--- src/rtl/ddms_pkg.sv ---
// ----------------------------------------------------------------------------
// ddms_pkg : shared widths and constants for the drive move sequencer
// Field widths, word layouts, command codes and heading constants.
// ----------------------------------------------------------------------------
package ddms_pkg;

  // Field widths
  localparam int CmdW   = 3;
  localparam int PowW   = 16;
  localparam int DistW  = 31;
  localparam int TheadW = 17;
  localparam int StepsW = 32;
  localparam int HeadW  = 15;
  localparam int RampW  = 15;
  localparam int ErrW   = 15;

  // Packed word widths (rounded up to whole bytes); the command rides in tuser
  localparam int InFieldsW  = PowW + DistW + TheadW + 2 * StepsW + HeadW;
  localparam int InDataW    = ((InFieldsW + 7) / 8) * 8;
  localparam int OutFieldsW = 2 * PowW + 4;
  localparam int OutDataW   = ((OutFieldsW + 7) / 8) * 8;

  // Command codes
  localparam logic [CmdW-1:0] CMD_TICK      = 3'd0;
  localparam logic [CmdW-1:0] CMD_DRIVE     = 3'd1;
  localparam logic [CmdW-1:0] CMD_DRIVE_BY  = 3'd2;
  localparam logic [CmdW-1:0] CMD_ROTATE    = 3'd3;
  localparam logic [CmdW-1:0] CMD_ROTATE_TO = 3'd4;
  localparam logic [CmdW-1:0] CMD_STOP      = 3'd5;

  // Headings in 1/64 degree
  localparam int FULL_TURN    = 23040;
  localparam int HALF_TURN    = 11520;
  localparam int QUARTER_TURN = 5760;

  localparam logic [RampW-1:0] RAMP_STEP_RST = 15'd16;

endpackage

--- src/rtl/differential_drive_move_sequencer_core.sv ---
// Input register, one pass of logic, result register: a word passes them in order.
// Throughput: one word per cycle while the output does not stall.
// Stalls on the output hold the result register and back up through the input stage.
// Reset (rst_n low, synchronous): mode goes to its initial state, powers, goals and
// origins clear, ramp_step returns to 16, both word stages empty.
// ----------------------------------------------------------------------------
// differential_drive_move_sequencer_core : two-wheel rover move sequencer
// Arms drive / drive-by / spin / spin-to-heading moves, or stops, on command words and
// ramps motor power, checks travel and heading on each tick word.
// ----------------------------------------------------------------------------
module differential_drive_move_sequencer_core
  import ddms_pkg::*;
(
  input  logic                clk,
  input  logic                rst_n,
  // config
  input  logic                cfg_wr_en,
  input  logic [RampW-1:0]    cfg_wr_data,   // ramp_step
  // input words
  input  logic                in_tvalid,
  output logic                in_tready,
  input  logic [CmdW-1:0]     in_tuser,      // command[2:0]
  // power[15:0], distance[46:16], goal_heading[63:47], left_steps[95:64],
  // right_steps[127:96], compass_heading[142:128], pad
  input  logic [InDataW-1:0]  in_tdata,
  // result words
  output logic                out_tvalid,
  input  logic                out_tready,
  // left_power[15:0], right_power[31:16], accepted[32], busy_res[33],
  // ready_res[34], ramping[35], pad
  output logic [OutDataW-1:0] out_tdata
);

  typedef enum logic [2:0] {
    M_INIT, M_IDLE, M_DRIVE, M_DRIVE_BY, M_ROTATE, M_ROTATE_TO
  } mode_t;

  // --------------------------------------------------------------------------
  // Helpers
  // --------------------------------------------------------------------------
  // Move cur toward tgt by stp, clamping at tgt; stp of zero jumps straight there.
  function automatic logic signed [PowW-1:0] step_toward(
    input logic signed [PowW-1:0] cur,
    input logic signed [PowW-1:0] tgt,
    input logic [RampW-1:0]       stp
  );
    logic signed [PowW+1:0] cur_w;
    logic signed [PowW+1:0] tgt_w;
    logic signed [PowW+1:0] stp_w;
    logic signed [PowW+1:0] up;
    logic signed [PowW+1:0] dn;
    logic signed [PowW-1:0] res;
    cur_w = {{2{cur[PowW-1]}}, cur};
    tgt_w = {{2{tgt[PowW-1]}}, tgt};
    stp_w = $signed({3'b000, stp});
    up    = cur_w + stp_w;
    dn    = cur_w - stp_w;
    if (stp == '0) begin
      res = tgt;
    end else if (cur < tgt) begin
      res = (up > tgt_w) ? tgt : up[PowW-1:0];
    end else if (cur > tgt) begin
      res = (dn < tgt_w) ? tgt : dn[PowW-1:0];
    end else begin
      res = cur;
    end
    return res;
  endfunction

  // Signed heading reduced into 0..FULL_TURN-1; offset by three turns, then
  // one subtract picked by parallel threshold compares.
  function automatic logic [HeadW-1:0] wrap_heading(input logic signed [TheadW-1:0] th);
    logic signed [TheadW+1:0] x;
    logic signed [TheadW+1:0] r;
    x = {{2{th[TheadW-1]}}, th} + 19'sd69120;
    if (x >= 19'sd115200) begin
      r = x - 19'sd115200;
    end else if (x >= 19'sd92160) begin
      r = x - 19'sd92160;
    end else if (x >= 19'sd69120) begin
      r = x - 19'sd69120;
    end else if (x >= 19'sd46080) begin
      r = x - 19'sd46080;
    end else if (x >= 19'sd23040) begin
      r = x - 19'sd23040;
    end else begin
      r = x;
    end
    return r[HeadW-1:0];
  endfunction

  localparam logic signed [HeadW+1:0] FullS    = 17'(FULL_TURN);
  localparam logic signed [HeadW+1:0] HalfS    = 17'(HALF_TURN);
  localparam logic signed [ErrW-1:0]  QuarterS = 15'(QUARTER_TURN);

  // --------------------------------------------------------------------------
  // Registers
  // --------------------------------------------------------------------------
  logic [RampW-1:0]         ramp_step_r;
  logic                     s1_valid_r;
  logic [CmdW-1:0]          s1_cmd_r;
  logic [InDataW-1:0]       s1_data_r;
  logic                     out_valid_r;
  logic [OutDataW-1:0]      out_data_r;

  mode_t                    mode_r,         mode_nxt;
  logic signed [PowW-1:0]   goal_left_r,    goal_left_nxt;
  logic signed [PowW-1:0]   goal_right_r,   goal_right_nxt;
  logic signed [PowW-1:0]   pwr_left_r,     pwr_left_nxt;
  logic signed [PowW-1:0]   pwr_right_r,    pwr_right_nxt;
  logic signed [StepsW-1:0] origin_left_r,  origin_left_nxt;
  logic signed [StepsW-1:0] origin_right_r, origin_right_nxt;
  logic [DistW-1:0]         travel_goal_r,  travel_goal_nxt;
  logic [HeadW-1:0]         heading_goal_r, heading_goal_nxt;
  logic signed [ErrW-1:0]   prior_err_r,    prior_err_nxt;

  // --------------------------------------------------------------------------
  // Word handshake: result register parts the two sides
  // --------------------------------------------------------------------------
  logic s1_adv;
  logic s1_fire;

  assign s1_adv     = !out_valid_r || out_tready;
  assign s1_fire    = s1_valid_r && s1_adv;
  assign in_tready  = !s1_valid_r || s1_adv;
  assign out_tvalid = out_valid_r;
  assign out_tdata  = out_data_r;

  // --------------------------------------------------------------------------
  // Unpack the registered input word
  // --------------------------------------------------------------------------
  logic [CmdW-1:0]          cmd;
  logic signed [PowW-1:0]   power;
  logic [DistW-1:0]         distance;
  logic signed [TheadW-1:0] thead;
  logic signed [StepsW-1:0] lsteps;
  logic signed [StepsW-1:0] rsteps;
  logic [HeadW-1:0]         compass;

  assign cmd = s1_cmd_r;
  assign {compass, rsteps, lsteps, thead, distance, power} = s1_data_r[InFieldsW-1:0];

  // --------------------------------------------------------------------------
  // Tick datapath
  // --------------------------------------------------------------------------
  logic signed [PowW-1:0]   ramp_left, ramp_right;
  logic signed [StepsW:0]   dl, dr;
  logic [StepsW-1:0]        dl_abs, dr_abs;
  logic                     travel_done;
  logic signed [HeadW+1:0]  te0, te1, te2;
  logic signed [ErrW-1:0]   tick_err;
  logic                     err_cross;
  logic                     err_near;

  assign ramp_left  = step_toward(pwr_left_r,  goal_left_r,  ramp_step_r);
  assign ramp_right = step_toward(pwr_right_r, goal_right_r, ramp_step_r);

  // travelled distance per wheel, exact over the full count range
  assign dl     = {lsteps[StepsW-1], lsteps} - {origin_left_r[StepsW-1], origin_left_r};
  assign dr     = {rsteps[StepsW-1], rsteps} - {origin_right_r[StepsW-1], origin_right_r};
  assign dl_abs = dl[StepsW] ? 32'(-dl) : dl[StepsW-1:0];
  assign dr_abs = dr[StepsW] ? 32'(-dr) : dr[StepsW-1:0];
  assign travel_done = (dl_abs >= {1'b0, travel_goal_r}) && (dr_abs >= {1'b0, travel_goal_r});

  // heading error while turning: wrap strictly above half a turn
  assign te0 = $signed({2'b00, compass}) - $signed({2'b00, heading_goal_r});
  assign te1 = (te0 > HalfS) ? te0 - FullS : te0;
  assign te2 = (te1 < -HalfS) ? te1 + FullS : te1;
  assign tick_err = te2[ErrW-1:0];

  // sign change of the error, both samples within a quarter turn of the goal
  assign err_cross = (tick_err > 0 && prior_err_r <= 0) || (tick_err < 0 && prior_err_r >= 0);
  assign err_near  = (tick_err > -QuarterS) && (tick_err < QuarterS) &&
                     (prior_err_r > -QuarterS) && (prior_err_r < QuarterS);

  // --------------------------------------------------------------------------
  // Rotate-to set-up datapath
  // --------------------------------------------------------------------------
  logic [HeadW-1:0]         goal_h;
  logic signed [HeadW+1:0]  ce0, ce1, ce2;
  logic signed [HeadW+1:0]  cd0, cd1, cd2;
  logic [7:0]               mag;
  logic signed [PowW-1:0]   spin_pwr;
  logic signed [PowW-1:0]   neg_power;

  assign goal_h = wrap_heading(thead);

  // start-up error wraps at or above half a turn
  assign ce0 = $signed({2'b00, compass}) - $signed({2'b00, goal_h});
  assign ce1 = (ce0 >= HalfS) ? ce0 - FullS : ce0;
  assign ce2 = (ce1 < -HalfS) ? ce1 + FullS : ce1;

  // shortest way round
  assign cd0 = $signed({2'b00, goal_h}) - $signed({2'b00, compass});
  assign cd1 = (cd0 > HalfS) ? cd0 - FullS : cd0;
  assign cd2 = (cd1 < -HalfS) ? cd1 + FullS : cd1;

  assign mag      = power[7:0];
  assign spin_pwr = cd2[HeadW+1] ? -$signed({8'h00, mag}) : $signed({8'h00, mag});

  // negation saturates at the most negative power
  assign neg_power = (power == 16'sh8000) ? 16'sh7FFF : -power;

  // --------------------------------------------------------------------------
  // Next state
  // --------------------------------------------------------------------------
  logic busy;
  logic accepted;
  logic busy_nxt;
  logic ready_nxt;
  logic ramping_nxt;

  assign busy = (mode_r != M_IDLE) && (mode_r != M_INIT);

  always_comb begin
    mode_nxt         = mode_r;
    goal_left_nxt    = goal_left_r;
    goal_right_nxt   = goal_right_r;
    pwr_left_nxt     = pwr_left_r;
    pwr_right_nxt    = pwr_right_r;
    origin_left_nxt  = origin_left_r;
    origin_right_nxt = origin_right_r;
    travel_goal_nxt  = travel_goal_r;
    heading_goal_nxt = heading_goal_r;
    prior_err_nxt    = prior_err_r;
    accepted         = 1'b0;

    case (cmd)
      CMD_TICK: begin
        case (mode_r)
          M_INIT: begin
            mode_nxt = M_IDLE;
          end
          M_DRIVE, M_ROTATE: begin
            pwr_left_nxt  = ramp_left;
            pwr_right_nxt = ramp_right;
          end
          M_DRIVE_BY: begin
            if (travel_done) begin
              mode_nxt       = M_IDLE;
              goal_left_nxt  = '0;
              goal_right_nxt = '0;
              pwr_left_nxt   = '0;
              pwr_right_nxt  = '0;
            end else begin
              pwr_left_nxt  = ramp_left;
              pwr_right_nxt = ramp_right;
            end
          end
          M_ROTATE_TO: begin
            prior_err_nxt = tick_err;
            if (err_cross && err_near) begin
              mode_nxt       = M_IDLE;
              goal_left_nxt  = '0;
              goal_right_nxt = '0;
              pwr_left_nxt   = '0;
              pwr_right_nxt  = '0;
            end else begin
              pwr_left_nxt  = ramp_left;
              pwr_right_nxt = ramp_right;
            end
          end
          default: begin
          end
        endcase
      end
      CMD_DRIVE: begin
        if (power != '0 && !busy) begin
          mode_nxt       = M_DRIVE;
          goal_left_nxt  = power;
          goal_right_nxt = power;
          pwr_left_nxt   = '0;
          pwr_right_nxt  = '0;
          accepted       = 1'b1;
        end
      end
      CMD_DRIVE_BY: begin
        if (power != '0 && !busy) begin
          mode_nxt         = M_DRIVE_BY;
          goal_left_nxt    = power;
          goal_right_nxt   = power;
          pwr_left_nxt     = '0;
          pwr_right_nxt    = '0;
          origin_left_nxt  = lsteps;
          origin_right_nxt = rsteps;
          travel_goal_nxt  = distance;
          accepted         = 1'b1;
        end
      end
      CMD_ROTATE: begin
        if (power != '0 && !busy) begin
          mode_nxt       = M_ROTATE;
          goal_left_nxt  = power;
          goal_right_nxt = neg_power;
          pwr_left_nxt   = '0;
          pwr_right_nxt  = '0;
          accepted       = 1'b1;
        end
      end
      CMD_ROTATE_TO: begin
        // a spin already under way may be replaced
        if (mag != '0 && !(busy && mode_r != M_ROTATE && mode_r != M_ROTATE_TO)) begin
          mode_nxt         = M_ROTATE_TO;
          heading_goal_nxt = goal_h;
          prior_err_nxt    = ce2[ErrW-1:0];
          goal_left_nxt    = spin_pwr;
          goal_right_nxt   = -spin_pwr;
          pwr_left_nxt     = '0;
          pwr_right_nxt    = '0;
          accepted         = 1'b1;
        end
      end
      CMD_STOP: begin
        mode_nxt       = M_IDLE;
        goal_left_nxt  = '0;
        goal_right_nxt = '0;
        pwr_left_nxt   = '0;
        pwr_right_nxt  = '0;
        accepted       = 1'b1;
      end
      default: begin
        // unknown codes leave everything alone
      end
    endcase
  end

  assign busy_nxt    = (mode_nxt != M_IDLE) && (mode_nxt != M_INIT);
  assign ready_nxt   = (mode_nxt != M_INIT);
  assign ramping_nxt = (pwr_left_nxt != goal_left_nxt) || (pwr_right_nxt != goal_right_nxt);

  // --------------------------------------------------------------------------
  // Clocked; payload registers are not reset
  // --------------------------------------------------------------------------
  always_ff @(posedge clk) begin
    if (!rst_n) begin
      ramp_step_r    <= RAMP_STEP_RST;
      s1_valid_r     <= 1'b0;
      out_valid_r    <= 1'b0;
      mode_r         <= M_INIT;
      goal_left_r    <= '0;
      goal_right_r   <= '0;
      pwr_left_r     <= '0;
      pwr_right_r    <= '0;
      origin_left_r  <= '0;
      origin_right_r <= '0;
      travel_goal_r  <= '0;
      heading_goal_r <= '0;
      prior_err_r    <= '0;
    end else begin
      if (cfg_wr_en) begin
        ramp_step_r <= cfg_wr_data;
      end
      if (in_tready) begin
        s1_valid_r <= in_tvalid;
      end
      if (in_tready && in_tvalid) begin
        s1_cmd_r  <= in_tuser;
        s1_data_r <= in_tdata;
      end
      if (s1_adv) begin
        out_valid_r <= s1_valid_r;
      end
      if (s1_fire) begin
        mode_r         <= mode_nxt;
        goal_left_r    <= goal_left_nxt;
        goal_right_r   <= goal_right_nxt;
        pwr_left_r     <= pwr_left_nxt;
        pwr_right_r    <= pwr_right_nxt;
        origin_left_r  <= origin_left_nxt;
        origin_right_r <= origin_right_nxt;
        travel_goal_r  <= travel_goal_nxt;
        heading_goal_r <= heading_goal_nxt;
        prior_err_r    <= prior_err_nxt;
        out_data_r     <= {(OutDataW - OutFieldsW)'(0), ramping_nxt, ready_nxt, busy_nxt,
                           accepted, pwr_right_nxt, pwr_left_nxt};
      end
    end
  end

endmodule
--- config.mk ---
export PLATFORM = sky130hd
export DESIGN_NAME = differential_drive_move_sequencer_core
export DESIGN_NICKNAME = d
export VERILOG_FILES = /design/src/rtl/ddms_pkg.sv /design/src/rtl/differential_drive_move_sequencer_core.sv
export SDC_FILE = /design/constraint.sdc
export NUM_CORES = 2
export LEC_CHECK = 0
export BUFFER_PORTS_ARGS = -buffer_cell sky130_fd_sc_hd__clkbuf_2
export CAP_MARGIN = 20
export CORE_MARGIN = 8
export CORE_UTILIZATION = 41
export CTS_CLUSTER_DIAMETER = 80
export DETAILED_ROUTE_END_ITERATION = 16
export MAX_ROUTING_LAYER = met4
export PLACE_DENSITY_LB_ADDON = 0.3
export SYNTH_ARGS = -nofsm -noshare
export SYNTH_HDL_FRONTEND = slang
export SYNTH_SLANG_ARGS = --single-unit
--- constraint.sdc ---
create_clock -name clk -period 11 [get_ports clk]
set_input_delay 2.2 -clock clk [delete_from_list [all_inputs] [get_ports clk]]
set_output_delay 2.2 -clock clk [all_outputs]
set_load 0.03 [all_outputs]
; After elaboration in Yosys (flattened, before gate mapping)
; Index checks and enable logic that the tools add are counted.
[word_totals]
memories = 0
ramBits = 0
register_bits = 391
word_cells = 192
latchBits = 0
romBits = 0
out_inout_bits = 42
input_bits = 167
[op_classes]
add_sub_neg = 26
n_reduce_logical = 39
bitwise_logic = 0
magnitude_cmp = 29
n_mux = 64
n_mul = 0
div_mod_pow = 0
shift = 0
n_eq_ne = 18
[ops]
columns = cell, count
row1 = 16-bit 2-to-1 mux, 29
row2 = 16-bit one-hot mux with 4 select lines, 3
row3 = 15-bit 2-to-1 mux, 9
row4 = 16-bit one-hot mux with 3 select lines, 2
row5 = 16-bit one-hot mux with 5 select lines, 1
row6 = 17-bit 2-to-1 mux, 4
row7 = 32-bit by 32-bit subtractor with 33-bit output, 2
row8 = 32-bit by 31-bit greater-or-equal comparator with 1-bit output, 2
row9 = 32-bit 2-to-1 mux, 2
row10 = 32-bit negation, 2
row11 = 16-bit one-hot mux with 2 select lines, 2
row12 = 19-bit by 18-bit greater-or-equal comparator with 1-bit output (second input constant), 3
row13 = 17-bit by 15-bit less-than comparator with 1-bit output (second input constant), 3
row14 = 16-bit by 16-bit subtractor with 17-bit output (second input constant), 3
row15 = 15-bit by 15-bit subtractor with 16-bit output, 3
row16 = 15-bit subtractor (second input constant), 3
row17 = 16-bit by 16-bit adder with 17-bit output, 2
row18 = 17-bit by 16-bit greater-than comparator with 1-bit output, 2
row19 = 17-bit by 16-bit less-than comparator with 1-bit output, 2
row20 = 16-bit by 16-bit subtractor with 17-bit output, 2
row21 = 16-bit by 15-bit greater-than comparator with 1-bit output (second input constant), 2
row22 = 16-bit greater-than comparator, 2
row23 = 16-bit less-than comparator, 2
row24 = 16-bit != test, 2
row25 = other kinds (43), 87

; Logic depth before layout (Yosys ltp)
[logic_depth]
ltp_word = 18
ltp_mapped = 40
mapped_depth_nobuf = 37

; Least setup slack after synthesis
; Ideal clock, no wire load.
[synth_path]
path_type = register -> register
start = reg s1_data_r[56]
end = reg out_data_r[35], in the netlist out_tdata[35], data pin
setup_slack_ns = 3.337
n_path_buf = 3
synth_period_minus_slack_ns = 7.663
t_arrival_ns = 7.390
path_stages_with_launch = 38
setup_time_ns = 0.273
required_time_ns = 10.727
cell_sequence = edfxtp_1 > inv_1 > ha_1 > xor2_1 > clkinv_1 > ha_1 > nand2_1 > nor3_1 > a311oi_1 > o21ai_0 > a21boi_1 > or3_1 > o21ai_0 > a311oi_1 > o21ai_0 > o311a_1 > ha_1 > nor4_1 > [... 2 more ...] > or4_1 > and2_0 > and3_1 > a21oi_1 > mux2i_1 > a31oi_1 > a21oi_1 > buf_2 > buf_2 > buf_1 > a21oi_1 > o21ai_0 > o31ai_1 > a21oi_1 > xor2_1 > nand2_1 > nor4_1 > nand4_1
[synth_via]
elab_chain_len = 18
elab_cells_between_ends = 32
classes_between = add/sub (10) / order compare (7) / eq/ne (2) / mux (12) / reduce/logical (1)
[synth_lines]
columns = item, line
row1 = "start, declared", differential_drive_move_sequencer_core.sv:102  ; logic [InDataW-1:0] s1_data_r;
row2 = "start signal, assigned", differential_drive_move_sequencer_core.sv:358  ; s1_data_r <= in_tdata;
row3 = 17-bit by 18-bit adder with 19-bit output *, differential_drive_move_sequencer_core.sv:75  ; x = {{2{th[TheadW-1]}}, th} + 19'sd69120;
row4 = 19-bit by 16-bit greater-or-equal comparator with 1-bit output or 15-bit subtractor (tied branches), "differential_drive_move_sequencer_core.sv:84, differential_drive_move_sequencer_core.sv:85"
row5 = 15-bit 2-to-1 mux, differential_drive_move_sequencer_core.sv:84  ; end else if (x >= 19'sd23040) begin
row6 = 15-bit 2-to-1 mux, differential_drive_move_sequencer_core.sv:82  ; end else if (x >= 19'sd46080) begin
row7 = 15-bit 2-to-1 mux, differential_drive_move_sequencer_core.sv:80  ; end else if (x >= 19'sd69120) begin
row8 = 15-bit 2-to-1 mux, differential_drive_move_sequencer_core.sv:78  ; end else if (x >= 19'sd92160) begin
row9 = 15-bit 2-to-1 mux *, differential_drive_move_sequencer_core.sv:76  ; if (x >= 19'sd115200) begin
row10 = via goal_h[11], differential_drive_move_sequencer_core.sv:179  ; logic [HeadW-1:0] goal_h;
row11 = [... 4 more ...], n/a
row12 = 17-bit 2-to-1 mux *, differential_drive_move_sequencer_core.sv:196  ; assign cd2 = (cd1 < -HalfS) ? cd1 + FullS : cd1;
row13 = 16-bit 2-to-1 mux *, differential_drive_move_sequencer_core.sv:199  ; assign spin_pwr = cd2[HeadW+1] ? -$signed({8'h00, mag}) : $signed({8'h00, mag});
row14 = 16-bit negation, differential_drive_move_sequencer_core.sv:307  ; goal_right_nxt = -spin_pwr;
row15 = 16-bit 2-to-1 mux, differential_drive_move_sequencer_core.sv:302  ; if (mag != '0 && !(busy && mode_r != M_ROTATE && mode_r != M_ROTATE_TO)) begin
row16 = 16-bit one-hot mux with 5 select lines, differential_drive_move_sequencer_core.sv:228  ; case (cmd)
row17 = 16-bit != test, differential_drive_move_sequencer_core.sv:329  ; assign ramping_nxt = (pwr_left_nxt != goal_left_nxt) || (pwr_right_nxt != goal_right_nxt);
row18 = 1-bit logical OR *, differential_drive_move_sequencer_core.sv:329
row19 = via ramping_nxt, differential_drive_move_sequencer_core.sv:211  ; logic ramping_nxt;
row20 = "end signal, assigned", differential_drive_move_sequencer_core.sv:374  ; out_data_r <= {(OutDataW - OutFieldsW)'(0), ramping_nxt, ready_nxt, busy_nxt,
row21 = "end, declared", differential_drive_move_sequencer_core.sv:104  ; logic [OutDataW-1:0] out_data_r;
; The timed path passes the listed nets; every way through them passes the cells marked *.
; A chain may end at the register's enable or synchronous reset.

; Worst setup path after layout
; Ends and elaborated chain as after synthesis.

==> out/qor.yml <==
drive_above_1_share_pct: 9.461
die_area_sq_um: 90690
cts_made_buffers: 48
vias: 30590
grt_pass1_wl_microns: 159500
routed_wl_microns: 102400
worstMarginPinSlew_ns: 1.137
drtIter0Drc: 2454
drv_slew: 0
dpl.hpwl_microns: 78990
multiInputGateArea_sq_um: 21870
htree_levels: 2
crit_path_max_incr_delay_ns: 0.59
post_dp_cell_area_sq_um: 35280
cts_buffer_depth: 3
synth-seq-cells: 391
final_cell_mix: "nand2_1 (472), a21oi_1 (377), ha_1 (354), nor2_1 (348), inv_1 (307)"
dp.cells: 5239
cp_data_required_time_ns: 11.34
worstSetupPathType: "register to register"
antennaDiodeCount: 0
layoutNonFillerInstCount: 5330
drc: 0
cts-root-buf: "clkbuf_16"
clock_skew_ns: 0.05423
place.gp.congestion: 0.9569
routedWlPerCell_microns: 19.22
run_status: "complete, no violations"
grt_max_degree: 175
p_leak_nw: 14.54
cts_sinks: 391
timing.rr.start: "s1_data_r[56]$_DFFE_PP_"
grt_pass1_vias: 28648
fin_tns_setup_ns: 0
power_mw: 5.368
min_from: "origin_right_r[8]$_SDFFE_PN0P_"
max_slew_margin_pct: 24.22
synthToLayoutAreaGrowth_pct: 10.97
finalNetCount: 4760
rows: 104
insertion_delay_ns: 0.63
fill_cells: 8012
coreArea_sq_um: 80550
synth_edf_count: 182
post-route-period-util_pct: 87.97
cap_violations: 0
rsz0062_at_grt: "false"
ys_seq_area_share_pct: 28.94
design_area_sq_um: 37000
syn_area_per_cell_sq_um: 8.096
cts.repair.resized: 0
num_io_pins: 209
ant_nets: 0
setup_violations: 0
regArea_sq_um: 9649
ys_types: 110
yosys_warnings: 0
syn_area_sq_um: 33340
chipHeight_microns: 301.2
async_reset_ff_share_pct: 0
vdd_drop_max_uv: 138.6
critPathMaxFanout: 29
antenna_found_initial: 1
critPathSlowestCell: "xor2_1"
fin_util_pct: 45.93
clock.fmax_mhz: 103.3
tritoncts: "yes"
vias_per_cell: 5.739
start_util_pct: 41.39
clk_pin_slew_ns: 0.06
power.density_nw_per_um2: 145.1
synthCells: 4118
worstSetupStartpoint: "s1_data_r[56]$_DFFE_PP_"
die_x_microns: 301.2
hp-class: "register to register"
final_common_cell: "nand2_1"
fin_crit_ns: 9.676
post_cts_buffers: 0
grt_use_total_pct: 22.23
synth_ff_type: "dfxtp_1"
hold_viol_final: 0
start_kind: "register"
cts_hold_buf: 0
firstDrtPassIters: 6
endpoint_kind: "register"
critical_path_arrival_ns: 10.02
gr-total-overflow: 0
portBuffers: 203
==> Yosys cell counts, drive strengths merged (15+ instances only) <==
master | instances | area, sq um
nor3 | 105 | 525.5
nand4 | 54 | 344.1
nand2b | 47 | 294.0
xnor2 | 161 | 1418
a31oi | 42 | 269.0
a22oi | 19 | 147.6
or2 | 15 | 93.84
and2 | 27 | 168.9
buf | 32 | 178.9
ha | 354 | 4429
a2111oi | 15 | 143.9
a211oi | 68 | 543.0
a221oi | 15 | 137.6
dfxtp | 209 | 4184
inv | 308 | 1156
nand3 | 83 | 415.4
o31ai | 30 | 225.2
edfxtp | 182 | 5465
nor2 | 349 | 1310
o21a | 54 | 412.9
o22ai | 16 | 100.1
nor2b | 42 | 262.8
nand2 | 473 | 1783
o21ai | 236 | 1181
o2111ai | 18 | 170.2
or3 | 30 | 187.7
a21o | 94 | 705.7
o21bai | 29 | 217.7
mux2i | 44 | 440.4
o211ai | 34 | 265.3
xor2 | 78 | 698.2
and3 | 32 | 200.2
nor4 | 30 | 200.2
a21oi | 378 | 1892
a21boi | 22 | 165.2
clkbuf | 144 | 540.5
==> power by group <==
part,switching [mW],internal (mW)
combinational,1.23,0.801
clock,0.689,1.00
sequential,0.0667,1.58
==> flip-flops by register name, summed over array words and instances, names as in the netlist <==
name            flops
prior_err_r        15
travel_goal_r      31
origin_left_r      32
pwr_right_r        16
goal_right_r       16
goal_left_r        16
pwr_left_r         16
s1_data_r         143
out_tvalid          1
ramp_step_r        15
origin_right_r     32
s1_valid_r          1
mode_r              3
heading_goal_r     15
out_tdata          36
cmd                 3
==> layer usage <==
metal / part of all wire, % / up-vias / global-route usage, %
li1: - / 15149 / -
met1: 46 / 14343 / 29.78
met2: 45 / 928 / 35.07
met3: 6.0 / 170 / 2.724
met4: 2.9 / 0 / 6.558
met5: 0 / - / -
==> through the flow <==
stage / setup slack [ns] / hold slack [ns]
after floorplan: 3.337 / 0.4363
final: 1.324 / 0.4513
after global placement: 1.482 / 0.4417
after global routing: 0.4597 / 0.4731
after detailed placement: 1.452 / 0.4463
after CTS: 1.344 / 0.4543
==> cell type report <==
cell class,count,area share [%]
Tap cell,1060,3.585
Inverter,309,3.149
Timing Repair Buffer,235,3.463
Clock inverter,39,1.319
Multi-Input combinational cell,3245,59.13
Sequential cell,391,26.08
Clock buffer,51,3.277
==> worst max-delay path: cells and delay by family, from the launching register on <==
kind,cells,cell delay [ns]
AO/OA/AOI/OAI,11,2.81
AND/OR/NAND/NOR,9,2.17
adder cells (fa/ha/maj),3,1.00
XOR/XNOR,3,1.09
flip-flops,1,0.49
multiplexers,2,0.51
buffers and inverters,5,1.33
==> path summary, 6_finish.rpt <==
| check | endpoint | cells past startpoint | slack, ns |
|---|---|---|---|
| worst min-delay path | origin_right_r[8]$_SDFFE_PN0P_ | 2 | 0.45 |
| worst max-delay path | out_tdata[35]$_DFFE_PP_ | 33 | 1.32 |
| worst min register to register | origin_right_r[8]$_SDFFE_PN0P_ | 2 | 0.45 |
| worst max register to register | out_tdata[35]$_DFFE_PP_ | 33 | 1.32 |
==> logic make-up (layout without fill, tap and decap cells) <==
group / Yosys count / count (layout) / share of synthesized area (%)
AOI/OAI and AO/OA: 1241 / 1241 / 24.69
xor gates and xnor gates: 240 / 240 / 6.414
adders and majority gates: 363 / 363 / 13.83
buffers and inverters: 485 / 634 / 5.637
DFF: 391 / 391 / 28.94
muxes: 55 / 55 / 1.704
other: 1 / 4 / 0.01125
and+or+nand+nor: 1342 / 1342 / 18.77
Note: power is estimated with default switching activity, not from simulation.
